===== src/rtl/mrp_pkg.sv =====
package mrp_pkg;

  localparam int POOL_DEPTH = 16;
  localparam int CNT_W      = $clog2(POOL_DEPTH + 1);
  localparam int IDX_W      = (POOL_DEPTH > 1) ? $clog2(POOL_DEPTH) : 1;

  localparam int MODE_W    = 2;
  localparam int DIM_W     = 15;
  localparam int FMT_W     = 32;
  localparam int SLOT_W    = 4;
  localparam int FRAME_W   = 32;
  localparam int STATUS_W  = 3;
  localparam int OUT_IDX_W = 4;
  localparam int OUT_CNT_W = 5;
  localparam int TOTAL_W   = 32;
  localparam int LIMIT_W   = 5;
  localparam int IDLE_W    = 32;
  localparam int ADDR_W    = 3;
  localparam int DATA_W    = 32;
  localparam int REG_SEL_BIT = 2;

  localparam logic [LIMIT_W-1:0] LIMIT_RESET = 5'd16;
  localparam logic [IDLE_W-1:0]  IDLE_RESET  = 32'd60;

  localparam logic REG_POOL_LIMIT = 1'b0;
  localparam logic REG_IDLE_LIMIT = 1'b1;

  typedef enum logic [MODE_W-1:0] {
    MODE_ACQUIRE = 2'd0,
    MODE_RELEASE = 2'd1,
    MODE_CLEANUP = 2'd2
  } mode_t;

  typedef enum logic [STATUS_W-1:0] {
    ST_HIT      = 3'd0,
    ST_NEW      = 3'd1,
    ST_FULL     = 3'd2,
    ST_RELEASED = 3'd3,
    ST_IGNORED  = 3'd4,
    ST_CLEANED  = 3'd5
  } status_t;

  typedef enum logic [2:0] {
    OP_HOLD    = 3'd0,
    OP_EVAL    = 3'd1,
    OP_ACQUIRE = 3'd2,
    OP_RELEASE = 3'd3,
    OP_SHIFT   = 3'd4
  } cell_op_t;

  typedef struct packed {
    cell_op_t             op;
    logic [DIM_W-1:0]     width;
    logic [DIM_W-1:0]     height;
    logic [FMT_W-1:0]     fmt;
    logic [FRAME_W-1:0]   frame;
    logic [IDLE_W-1:0]    idle_limit;
  } cmd_t;

  typedef struct packed {
    logic [DIM_W-1:0]   width;
    logic [DIM_W-1:0]   height;
    logic [FMT_W-1:0]   fmt;
    logic               busy;
    logic [FRAME_W-1:0] stamp;
    logic               kill;
  } entry_t;

endpackage


===== src/rtl/mrp_cell.sv =====
module mrp_cell (
  input  logic            clk,
  input  mrp_pkg::cmd_t   cmd,
  input  logic            in_pool,
  input  logic            sel_wr,
  input  logic            hit_seen_in,
  input  logic            hole_seen_in,
  input  mrp_pkg::entry_t nb_in,
  output mrp_pkg::entry_t ent_out,
  output logic            hit_seen_out,
  output logic            hole_seen_out
);
  import mrp_pkg::*;

  entry_t             ent_r, ent_nxt;
  logic               match_r, match_nxt;
  logic [FRAME_W-1:0] age;

  always_comb begin
    ent_nxt   = ent_r;
    match_nxt = match_r;
    age       = cmd.frame - ent_r.stamp;
    case (cmd.op)
      OP_EVAL: begin
        match_nxt = in_pool & ~ent_r.busy & (ent_r.width == cmd.width) &
                    (ent_r.height == cmd.height) & (ent_r.fmt == cmd.fmt);
        ent_nxt.kill = in_pool & ~ent_r.busy & (age > cmd.idle_limit);
      end
      OP_ACQUIRE: begin
        if (match_r & ~hit_seen_in) begin
          ent_nxt.busy  = 1'b1;
          ent_nxt.stamp = cmd.frame;
        end
        if (sel_wr) begin
          ent_nxt.width  = cmd.width;
          ent_nxt.height = cmd.height;
          ent_nxt.fmt    = cmd.fmt;
          ent_nxt.busy   = 1'b1;
          ent_nxt.stamp  = cmd.frame;
          ent_nxt.kill   = 1'b0;
        end
      end
      OP_RELEASE: begin
        if (sel_wr) begin
          ent_nxt.busy  = 1'b0;
          ent_nxt.stamp = cmd.frame;
        end
      end
      OP_SHIFT: begin
        // cells at and past the first hole take the right neighbor's entry
        if (hole_seen_in | ent_r.kill) begin
          ent_nxt = nb_in;
        end
      end
      default: ;
    endcase
  end

  always_ff @(posedge clk) begin
    ent_r   <= ent_nxt;
    match_r <= match_nxt;
  end

  assign ent_out       = ent_r;
  assign hit_seen_out  = hit_seen_in | match_r;
  assign hole_seen_out = hole_seen_in | ent_r.kill;

endmodule


===== config.mk =====
export PLATFORM = sky130hd
export DESIGN_NAME = mrp_cell
export DESIGN_NICKNAME = d
export VERILOG_FILES = /design/src/rtl/mrp_pkg.sv /design/src/rtl/mrp_cell.sv
export SDC_FILE = /design/constraint.sdc
export NUM_CORES = 1
export LEC_CHECK = 0
export ABC_AREA = 1
export BUFFER_PORTS_ARGS = -buffer_cell sky130_fd_sc_hd__buf_2
export CELL_PAD_IN_SITES_DETAIL_PLACEMENT = 1
export CELL_PAD_IN_SITES_GLOBAL_PLACEMENT = 2
export CORE_MARGIN = 8
export CORE_UTILIZATION = 26
export DETAILED_ROUTE_END_ITERATION = 10
export MAX_ROUTING_LAYER = met4
export PLACE_DENSITY_LB_ADDON = 0.1
export SKIP_CTS_REPAIR_TIMING = 1
export SYNTH_ARGS = -nofsm -noshare
export SYNTH_HDL_FRONTEND = slang
export SYNTH_SLANG_ARGS = --single-unit

===== constraint.sdc =====
create_clock -name clk -period 7.9 [get_ports clk]
set_clock_uncertainty 0.15 [all_clocks]
set_input_delay 1.58 -clock clk [delete_from_list [all_inputs] [get_ports clk]]
set_output_delay 1.58 -clock clk [all_outputs]
set_load 0.01 [all_outputs]

Word-level counts from Yosys, hierarchy flattened
Cells that the tools add are included.

storage, ports and cells
  register bits = 97
  input bits = 230
  output and inout bits = 98
  word-level logic and storage cells = 43

operators by class
  reductions and logical operators = 6
  bitwise operators = 10
  equality and inequality tests = 11
  add/sub/neg operators = 1
  mux-type cells = 7
  order comparisons = 1

operator list
  cell                number
  $mux 96             2
  $pmux 62 s2         1
  $pmux 33 s3         1
  $mux 33             2
  $eq 32x32->1        1
  $gt 32x32->1        1
  $sub 32x32->32      1
  $eq 15x15->1        2
  $and 1x1->1         6
  $eq 3x2->1 const B  2
  $ne 2x2->1 const B  3
  $reduce_and 3->1    2
  $reduce_bool 3->1   2
  $reduce_and 4->1    1
  $eq 3x1->1 const B  1
  $eq 3x3->1 const B  1
  $ne 3x3->1 const B  1
  $pmux 1 s3          1
  $not 1->1           2
  $or 1x1->1          2
  $reduce_bool 2->1   1

Longest topological paths before layout
Gate-level depths: netlist of the first run.

  word-level depth = 5
  gate-level depth with buffers = 23
  gate-level depth less buffers = 23

Worst setup path before layout of the first run
OpenSTA, ideal clock, no wires.

  path kind = input to register
  start point = input cmd[126] (netlist bit)
  end point = register ent_r, in the netlist ent_out[34], enable pin
  cell stages on the path = 5
  data required time = 7.175 ns
  setup slack = 0.533 ns
  data arrival time = 6.642 ns
  cell sequence = nor3_4 > inv_2 > nand2_1 > inv_2 > a211oi_1

on the way
  word-level cells in the longest chain between the ends = 3
  elaborated cells on any way between the ends = 6

RTL lines
  element                                                           line            source
  start, declared                                                   mrp_cell.sv:3   input mrp_pkg::cmd_t cmd,
  $eq 3x3->1 / $eq 3x2->1 (equally long branches)                   mrp_cell.sv:23  case (cmd.op)
  $ne 2x2->1 (no line) / $reduce_bool 2->1 (equally long branches)  --
  $reduce_and 3->1 (no line) *                                      --
  end signal, assigned                                              mrp_cell.sv:60  ent_r <= ent_nxt;
  end, declared                                                     mrp_cell.sv:15  entry_t ent_r, ent_nxt;

Every way passes the cells marked *; elsewhere a longest branch is shown, timed or not.
A chain may end at the register's enable or synchronous reset.

==> results.yml, run 1 <==
clock_tree:
  h-tree-depth: 3
  cts_made_buffers: 9
  cts_tree: "built"
  cts_buffer_depth: 2
  clock_latency_ns: 0.36
  clock_sinks: 97
  clkSlewWorstSetupHoldPaths_ns: 0.08
  cts_root_buf: "clkbuf_16"
sta:
  fin_setup_tns_ns: 0
  setup_viol: 0
  worstMarginPinSlew_ns: 0.895
  fin_crit_ns: 4.39
  finalCritPeriodShare: 0.556
  final_hold_viol_count: 0
  slew_headroom: 0.403
  setup_ws_ns: 3.51
  drv_slew: 0
  max_freq_mhz: 228
  rsz0062_at_grt: "no"
synthesis:
  synth_top_area_cell: "edfxtp_1"
  yosysSeqAreaShare: 0.355
  yosys_warnings: 0
  synth_compound_area_frac: 0.0903
  yosys.area.top_type_share: 0.355
  syn_inst: 1181
  synth.avg_cell_area_um2: 6.94
  async_reset_ff_frac: 0
  synth-simple-area-share: 0.308
  yosys.cell_types.count: 39
  synth_nets: 1475
  yosys.area_share.adder: 0.0986
  muxShareOfSynthArea: 0
  ys_ff_latch: 97
  synth_top_family_by_area: "simple AND/OR/NAND/NOR gates"
  synth.area.top_cells: "edfxtp_1 (36%), nand2_1 (21%), ha_1 (9.6%), inv_1 (9.0%), nor2_1 (3.4%)"
  ys.flop_type: "edfxtp_1"
  synthXorXnorAreaFrac: 0.0438
  synth_edf_count: 97
  syn-cell-area_mm2: 0.00820
pwr:
  cell_internal_pwr_mw: 1.02
  p_per_area_mw_per_mm2: 149
  p_leak_nw: 5.65
  p_sw_frac: 0.355
  vdd_ir_drop_max_mv: 0.0822
  power.share.clock: 0.272
  p_seq_frac: 0.394
  power_frac_comb: 0.334
  switching_power_mw: 0.562
setup_path:
  cpPeakStageDelay_ns: 0.43
  cp_slowest_cell: "fa_1"
  critPathMostFrequentCell: "nand2_1"
  cp_data_arrival_time_ns: 4.35
  setup.worst_path.end_class: "flop"
  crit_type: "in2reg"
  path_cells: "buf_2 > inv_1 > ha_1 > inv_1 > fa_1 > nand3_1 > nand3_2 > nand2_1 > nand2_1 > nand3_1 > nand2_2 > nand2_1 > nand2_1 > nand2_1 > nand2_1 > ha_1 > nand2_1 > nor3_1 > nand3_1 > nor2_1 > nor2_1 > nand2_1 > nand2_1"
  worstPathMaxFanout: 3
  r2r_cells: 18
  cp-start-kind: "primary input"
  crit_required_ns: 7.86
layout:
  final_util: 0.339
  drive_above_1_share: 0.254
  final_common_cell: "nand2_1"
  nets: 1798
  mostFrequentLayoutCells: "nand2_1 (469), buf_2 (327), inv_1 (196), edfxtp_1 (97), nor2_1 (75)"
  area_growth_pct: 29.3
grt:
  grt_usage: 0.188
  grt_first_pass_wirelength_mm: 52.9
  antenna_found_initial: 13
  grt_max_degree: 77
  grt-ovfl-total: 0
  grt_pass1_vias: 9422
drt:
  dr.first_iter.drc_count: 302
  wire_per_inst_um: 18.1
  drc_errors: 0
  wl_mm: 34.8
  vias: 8470
  drtPass1Iterations: 4
  via_per_inst: 4.40
  ant_nets: 0
placed_design:
  dp_hpwl_mm: 29.8
  port_buffers: 327
  dp_slack_ns: 3.01
  gp_congestion: 0.809
min_path:
  whs_path_depth: 5
  hp-class: "reg2reg"
floorplan:
  die_x_um: 194
  dieArea_mm2: 0.0375
  start_util: 0.262
  rows: 65
  pin_count: 328
  die_h_um: 194
  coreArea_mm2: 0.0313
outcome:
  status: "complete, no violations"
job:
  drv_cap: 0
## path summary, 6_finish.rpt
kind | start | endpoint | slack, ns
setup / recovery | cmd[32] | ent_out[0]$_DFFE_PP_ | 3.51
hold / removal | ent_out[62]$_DFFE_PP_ | match_r$_DFFE_PN_ | 0.69
setup reg to reg | ent_out[12]$_DFFE_PP_ | ent_out[0]$_DFFE_PP_ | 4.51
hold reg to reg | ent_out[62]$_DFFE_PP_ | match_r$_DFFE_PN_ | 0.69
## layout make-up
cell class                 count  area (um2)
fill                        4067       20700
multi-input combinational    862        4460
sequential                    97        2910
timing repair buffer         332        1670
inverter                     202         758
tap                          402         503
clock buffer                  10         229
clock inverter                 6        33.8
antenna                       13        32.5
## layer usage
layer	track usage	vias to the layer above	routed length, um
met5	-	-	0
met4	0.0416	0	533
met3	0.0588	23	2230
met2	0.331	181	17500
met1	0.207	3876	14500
li1	-	4390	-
## through the flow
step                      total power, mW  std cells  hold WS [ns]  cell area [um2]
after floorplan                     0.960       1181         0.627             8200
after global placement               1.17       1895         0.690            10300
after detailed placement             1.18       1895         0.697            10300
after CTS                            1.61       1911         0.718            10600
after global routing                 1.70       1924         0.765            10600
final                                1.58       1924         0.694            10600
## synth_stat cells (5+ instances only)
cell / number
nand2_1: 469
inv_1: 196
edfxtp_1: 97
nor2_1: 75
ha_1: 63
a21oi_1: 42
nand3_1: 31
o21ai_0: 31
o21ai_1: 30
xnor2_1: 22
xor2_1: 19
nand2_2: 13
nor3_1: 11
buf_2: 10
clkbuf_1: 8
o22ai_1: 8
nand4_1: 7
or2_2: 7
inv_2: 6
o2111ai_1: 5
## critical path, delay by kind of cell
| family | cells | cell delay, ns |
|---|---|---|
| adders and majority gates | 3 | 0.85 |
| buffers and inverters | 3 | 0.25 |
| and+or+nand+nor | 17 | 1.69 |
## cell families (layout without fill, tap and decap cells)
logic type,Yosys count,in the layout
buf+inv,222,550
flops,97,97
simple gates,625,625
other cells,0,13
compound gates,132,132
xor+xnor,41,41
fa+ha+maj,64,64
## power groups by stage
stage | registers (mW) | clock network [mW] | logic, mW
global placement | 0.635 | 0 | 0.535
global route | 0.628 | 0.464 | 0.608
floorplan | 0.650 | 0 | 0.310
detailed placement | 0.636 | 0 | 0.542
finish | 0.624 | 0.431 | 0.529
CTS | 0.624 | 0.444 | 0.544
## sequential cells by signal, summed over array words and instances (netlist names)
signal and count:
ent_out 96, match_r 1
Note: power is estimated with default switching activity, not from simulation.
==> run 2, diff against run 1 <==
--- a/config.mk
+++ b/config.mk
@@ -5,7 +5,7 @@
 export SDC_FILE = /design/constraint.sdc
 export NUM_CORES = 1
 export LEC_CHECK = 0
-export ABC_AREA = 1
+export ABC_AREA = 0
 export BUFFER_PORTS_ARGS = -buffer_cell sky130_fd_sc_hd__buf_2
 export CELL_PAD_IN_SITES_DETAIL_PLACEMENT = 1
 export CELL_PAD_IN_SITES_GLOBAL_PLACEMENT = 2
==> constraint.sdc (replaced) <==
create_clock -name clk -period 3.9 [get_ports clk]
set_clock_uncertainty 0.15 [all_clocks]
set_input_delay 0.78 -clock clk [delete_from_list [all_inputs] [get_ports clk]]
set_output_delay 0.78 -clock clk [all_outputs]
set_load 0.01 [all_outputs]
==> run 2 against run 1 <==
Compared with the run above:
- combinational power grew 110%
- clock-buffer cell count is 1 lower
- utilization up 3.2 points
- die area shrank 8.1%
- synthesized area decreased by 8.8%
- total power grew 110%
- via count is 20% lower
- critical path type unchanged
- worst setup slack lost 3.6 ns
- critical endpoint unchanged
- final cell count shrank 22%
- the flow now finishes with violations (setup timing)
- register-to-register slack got worse by 4.5 ns
==> results.yml, run 2 <==
outcome:
  status: "finished with violations"
  violations: "setup timing"
setup_path:
  setup.worst_path.end_class: "flop"
  path_cells: "buf_6 > inv_4 > ha_4 > inv_2 > fa_2 > a21o_1 > a221oi_4 > o31ai_4 > buf_4 > nand2_1 > nand2_1 > a21oi_1 > xnor2_1 > ha_1 > nand4_1 > or3_1 > nor2_1 > a21oi_1 > a21oi_1 > a21oi_1"
  cpLargestDelayFamily: "compound AO/OA/AOI/OAI gates"
  cp_slowest_cell: "or3_1"
  cp-start-kind: "primary input"
  cpPeakStageDelay_ns: 0.40
  worstPathMaxFanout: 4
  crit_required_ns: 3.86
  cp_data_arrival_time_ns: 3.96
  critPathMostFrequentCell: "a21oi_1"
  critPathBufInv: 4
  crit_type: "in2reg"
placed_design:
  gp_congestion: 0.792
  dp_slack_ns: -0.611
  place_area_mm2: 0.0101
  port_buffers: 327
  dp_hpwl_mm: 24.9
layout:
  nets: 1394
  area_growth_pct: 41.5
  final_util: 0.371
  post-route-cell-area_mm2: 0.0106
  final_common_cell: "buf_2"
  largest_register_ffs: 96
  drive_above_1_share: 0.481
  mostFrequentLayoutCells: "buf_2 (326), edfxtp_1 (97), mux2_2 (85), inv_1 (78), buf_4 (74)"
synthesis:
  yosys.area.top_type_share: 0.389
  async_reset_ff_frac: 0
  syn-cell-area_mm2: 0.00748
  synth_top_area_cell: "edfxtp_1"
  yosysSeqAreaShare: 0.389
  ys.flop_type: "edfxtp_1"
  synth.avg_cell_area_um2: 10.7
  syn_inst: 702
  synth_edf_count: 97
  synth_nets: 996
  ys_ff_latch: 97
  synth.area.top_cells: "edfxtp_1 (39%), mux2_2 (13%), ha_1 (11%), xnor2_1 (5.4%), xor2_1 (4.1%)"
  yosysMostFrequentCell: "edfxtp_1"
  synth_common_cells: "edfxtp_1 (97), mux2_2 (85), inv_1 (80)"
  yosys.cell_types.count: 53
  yosys_warnings: 0
drt:
  drtPass1Iterations: 4
  via_per_inst: 4.51
  drc_errors: 0
  dr.first_iter.drc_count: 201
  wl_mm: 29.3
  vias: 6758
  ant_nets: 0
  wire_per_inst_um: 19.5
floorplan:
  die_h_um: 186
  coreArea_mm2: 0.0285
  rows: 62
  start_util: 0.262
  dieArea_mm2: 0.0345
  die_x_um: 186
  pin_count: 328
pwr:
  finalPower_mw: 3.34
  vdd_ir_drop_max_mv: 0.242
  p_leak_nw: 4.82
  p_per_area_mw_per_mm2: 315
  cell_internal_pwr_mw: 2.28
  switching_power_mw: 1.06
  p_sw_frac: 0.317
  p_seq_frac: 0.372
  power_frac_comb: 0.326
  power.share.clock: 0.301
grt:
  grt_max_degree: 73
  antenna_found_initial: 10
  grt-ovfl-total: 0
  grt_first_pass_wirelength_mm: 43.1
  grt_pass1_vias: 7446
  grt_usage: 0.169
sta:
  final_hold_viol_count: 0
  rsz0062_at_grt: "yes"
  finalCritPeriodShare: 1.03
  worstMarginPinSlew_ns: 0.646
  fin_setup_tns_ns: -0.0981
  slew_headroom: 0.565
  max_freq_mhz: 250
  setup_viol: 1
  setup_ws_ns: -0.0981
  fin_crit_ns: 4.00
  drv_slew: 0
clock_tree:
  clkSlewWorstSetupHoldPaths_ns: 0.08
  clock_latency_ns: 0.36
  cts_made_buffers: 9
  clock_sinks: 97
  cts_buffer_depth: 2
  h-tree-depth: 3
  cts_root_buf: "clkbuf_16"
  cts_tree: "built"
job:
  drv_cap: 0
min_path:
  hp-class: "in2reg"
## run 2: kinds of logic (layout without fill, tap and decap cells)
group / after synthesis / count (layout) / synth area share
compound gates: 161 / 161 / 0.148
simple gates: 118 / 118 / 0.0825
flops: 97 / 97 / 0.389
buf+inv: 96 / 499 / 0.0490
mux: 85 / 85 / 0.128
xor+xnor: 81 / 81 / 0.0948
fa+ha+maj: 64 / 64 / 0.108
other cells: 0 / 11 / 0
## run 2: worst reg2reg max path, delay by kind of cell, from the launching register on
family | cells | cell delay, ns
and+or+nand+nor | 5 | 0.83
AOI/OAI and AO/OA | 7 | 1.14
adders and majority gates | 3 | 0.81
buffers and inverters | 2 | 0.18
DFF | 1 | 0.40
xor gates and xnor gates | 1 | 0.09
## run 2: path summary, 6_finish.rpt
check,from,slack (ns),endpoint,depth (start not counted)
min,nb_in[51],0.54,ent_out[51]$_DFFE_PP_,3
max,cmd[32],-0.1,ent_out[0]$_DFFE_PP_,20
max reg2reg,ent_out[1]$_DFFE_PP_,0.04,ent_out[0]$_DFFE_PP_,18
min reg2reg,ent_out[71]$_DFFE_PP_,0.59,match_r$_DFFE_PN_,3
## run 2: layout make-up
class                   instances  area [um2]
fillers                      3393       18000
well taps                     384         480
repair buffers                403        2240
clock inverters                 7        93.8
multi-input cells             509        4310
diodes                         11        27.5
clock buffers                   9         225
flip-flops and latches         97        2910
inverters                      80         303
## run 2: stage by stage
step           instances  hold slack [ns]
6_report            1500            0.544
2_1_floorplan        702            0.597
3_3_place_gp        1465            0.572
5_1_grt             1499            0.535
3_5_place_dp        1465            0.581
4_1_cts             1481            0.528
## run 2: power by group through the flow
| stage | clock network, mW | registers [mW] | logic, mW |
|---|---|---|---|
| after floorplan | 0 | 1.29 | 0.593 |
| after global placement | 0 | 1.27 | 1.07 |
| after detailed placement | 0 | 1.27 | 1.08 |
| after CTS | 1.06 | 1.24 | 1.08 |
| after global routing | 1.08 | 1.25 | 1.22 |
| final | 1.01 | 1.24 | 1.09 |
## run 2: per-layer routing
layer	global-route usage	vias to the layer above	wire length, um
met3	0.0531	24	2190
met1	0.194	3140	12300
met4	0.0406	0	452
met5	-	-	0
met2	0.286	196	14400
li1	-	3398	-
==> run 3, diff against run 2 <==
--- a/config.mk
+++ b/config.mk
@@ -10,7 +10,7 @@
 export CELL_PAD_IN_SITES_DETAIL_PLACEMENT = 1
 export CELL_PAD_IN_SITES_GLOBAL_PLACEMENT = 2
 export CORE_MARGIN = 8
-export CORE_UTILIZATION = 26
+export CORE_UTILIZATION = 31
 export DETAILED_ROUTE_END_ITERATION = 10
 export MAX_ROUTING_LAYER = met4
 export PLACE_DENSITY_LB_ADDON = 0.1
==> constraint.sdc (replaced) <==
create_clock -name clk -period 4.8 [get_ports clk]
set_clock_uncertainty 0.15 [all_clocks]
set_input_delay 0.96 -clock clk [delete_from_list [all_inputs] [get_ports clk]]
set_output_delay 0.96 -clock clk [all_outputs]
set_load 0.01 [all_outputs]
==> run 3 against run 2 <==
Compared with the run above:
- the run now ends clean
- flip-flop and latch count is the same
- die area fell by 15%
- clock-buffer cell count is the same
- largest cell class unchanged
==> results.yml, run 3 (synthesized netlist as in run 2, its figures left out) <==
sta:
  setup_viol: 0
  setup_ws_ns: 0.348
  fin_setup_tns_ns: 0
  max_freq_mhz: 225
  hold_ws_ns: 0.614
  drv_slew: 0
  rsz0062_at_grt: "no"
  slew_headroom: 0.408
  worstMarginPinSlew_ns: 0.887
  final_hold_viol_count: 0
  fin_crit_ns: 4.45
  finalCritPeriodShare: 0.928
drt:
  wire_per_inst_um: 20.4
  wl_mm: 27.9
  dr.first_iter.drc_count: 167
  drtPass1Iterations: 4
  via_per_inst: 4.82
  vias: 6584
  ant_nets: 0
  drc_errors: 0
placed_design:
  dp_slack_ns: -0.0473
  gp_congestion: 0.812
  port_buffers: 327
  place_inst: 1348
  dp_hpwl_mm: 23.6
layout:
  nets: 1329
  largest_register_ffs: 96
  drive_above_1_share: 0.439
  area_growth_pct: 32.3
  final_common_cell: "buf_2"
  layout.cells.non_filler: 1367
  mostFrequentLayoutCells: "buf_2 (327), edfxtp_1 (97), mux2_2 (85), inv_1 (80), ha_1 (63)"
  final_util: 0.412
setup_path:
  critPathMostFrequentCell: "a21oi_1"
  cp_data_arrival_time_ns: 4.41
  worstPathMaxFanout: 3
  cpPeakStageDelay_ns: 0.41
  r2r_end: "ent_out[0]$_DFFE_PP_"
  crit_type: "in2reg"
  reg2reg_from: "ent_out[1]$_DFFE_PP_"
  crit_required_ns: 4.76
  crit_end: "ent_out[0]$_DFFE_PP_"
  path_cells: "buf_2 > inv_1 > ha_1 > inv_1 > fa_1 > a21o_1 > a221oi_2 > o31ai_1 > o211ai_1 > a21oi_2 > a41oi_2 > xnor2_1 > ha_1 > nand4_1 > nor4_1 > a21oi_1 > a21oi_1 > a21oi_1"
  r2r_cells: 16
  cp_slowest_cell: "nor4_1"
  cp-start-kind: "primary input"
  r2r_setup_slack_ns: 0.76
  startpoint: "cmd[32]"
  setup.worst_path.end_class: "flop"
clock_tree:
  clock_latency_ns: 0.36
  clkSlewWorstSetupHoldPaths_ns: 0.08
  cts_buffer_depth: 2
  cts_made_buffers: 9
  h-tree-depth: 3
  clock_sinks: 97
  cts_tree: "built"
  cts_root_buf: "clkbuf_16"
outcome:
  status: "complete, no violations"
floorplan:
  die_x_um: 171
  pin_count: 328
  start_util: 0.311
  coreArea_mm2: 0.0240
  dieArea_mm2: 0.0294
  rows: 57
  die_h_um: 171
grt:
  antenna_found_initial: 3
  grt_pass1_vias: 7205
  grt-ovfl-total: 0
  grt_usage: 0.190
  grt_first_pass_wirelength_mm: 41.1
  grt_max_degree: 63
job:
  drv_cap: 0
pwr:
  p_leak_nw: 4.48
  p_per_area_mw_per_mm2: 264
  vdd_ir_drop_max_mv: 0.143
min_path:
  whs_path_depth: 3
  hp-class: "reg2reg"
==> run 3: changes by cell type in the layout (fill, tap and decap cells not counted), moves of 2 or more <==
cell	previous run	this run
buf_4	74	11
diode_2	11	3
buf_12	2	0
inv_1	78	80
==> run 3: worst max-delay path, delay by kind of cell <==
family / cells / cell delay, ns
buffers and inverters: 3 / 0.22
and+or+nand+nor: 2 / 0.54
adders and majority gates: 3 / 0.88
AOI/OAI and AO/OA: 9 / 1.73
xor gates and xnor gates: 1 / 0.09
==> run 3: layer usage <==
metal	wire length [um]	vias to the layer above	share of wire	GRT usage
met5	0	-	0	-
met4	325	0	0.012	0.0386
met3	2090	18	0.075	0.0608
met2	13900	191	0.50	0.321
met1	11600	3122	0.41	0.217
li1	-	3253	-	-
==> run 3: final cells by class <==
class	count	area, um2
fillers	2865	14100
diodes	3	7.51
clock buffers	9	225
repair buffers	338	1720
inverters	80	300
well taps	324	405
clock inverters	7	93.8
multi-input cells	509	4230
flip-flops and latches	97	2910
==> run 3: power breakdown <==
part / switching (mW) / internal, mW
clock network: 0.389 / 0.423
logic: 0.422 / 0.373
registers: 0.0217 / 0.987
total: 0.833 / 1.78
==> run 3: worst min path at each step <==
stage / from / end / slack, ns
final: ent_out[67]$_DFFE_PP_ / match_r$_DFFE_PN_ / 0.61
after global routing: ent_out[67]$_DFFE_PP_ / match_r$_DFFE_PN_ / 0.68
after CTS: ent_out[67]$_DFFE_PP_ / match_r$_DFFE_PN_ / 0.64
after detailed placement: ent_out[67]$_DFFE_PP_ / match_r$_DFFE_PN_ / 0.63
after global placement: ent_out[67]$_DFFE_PP_ / match_r$_DFFE_PN_ / 0.60
after floorplan: ent_out[67]$_DFFE_PP_ / match_r$_DFFE_PN_ / 0.60
==> run 3: through the flow <==
step / instance area, um2 / power [mW]
2_1_floorplan: 7480 / 1.53
3_3_place_gp: 9570 / 1.82
3_5_place_dp: 9570 / 1.83
4_1_cts: 9890 / 2.67
5_1_grt: 9890 / 2.77
6_report: 9890 / 2.62
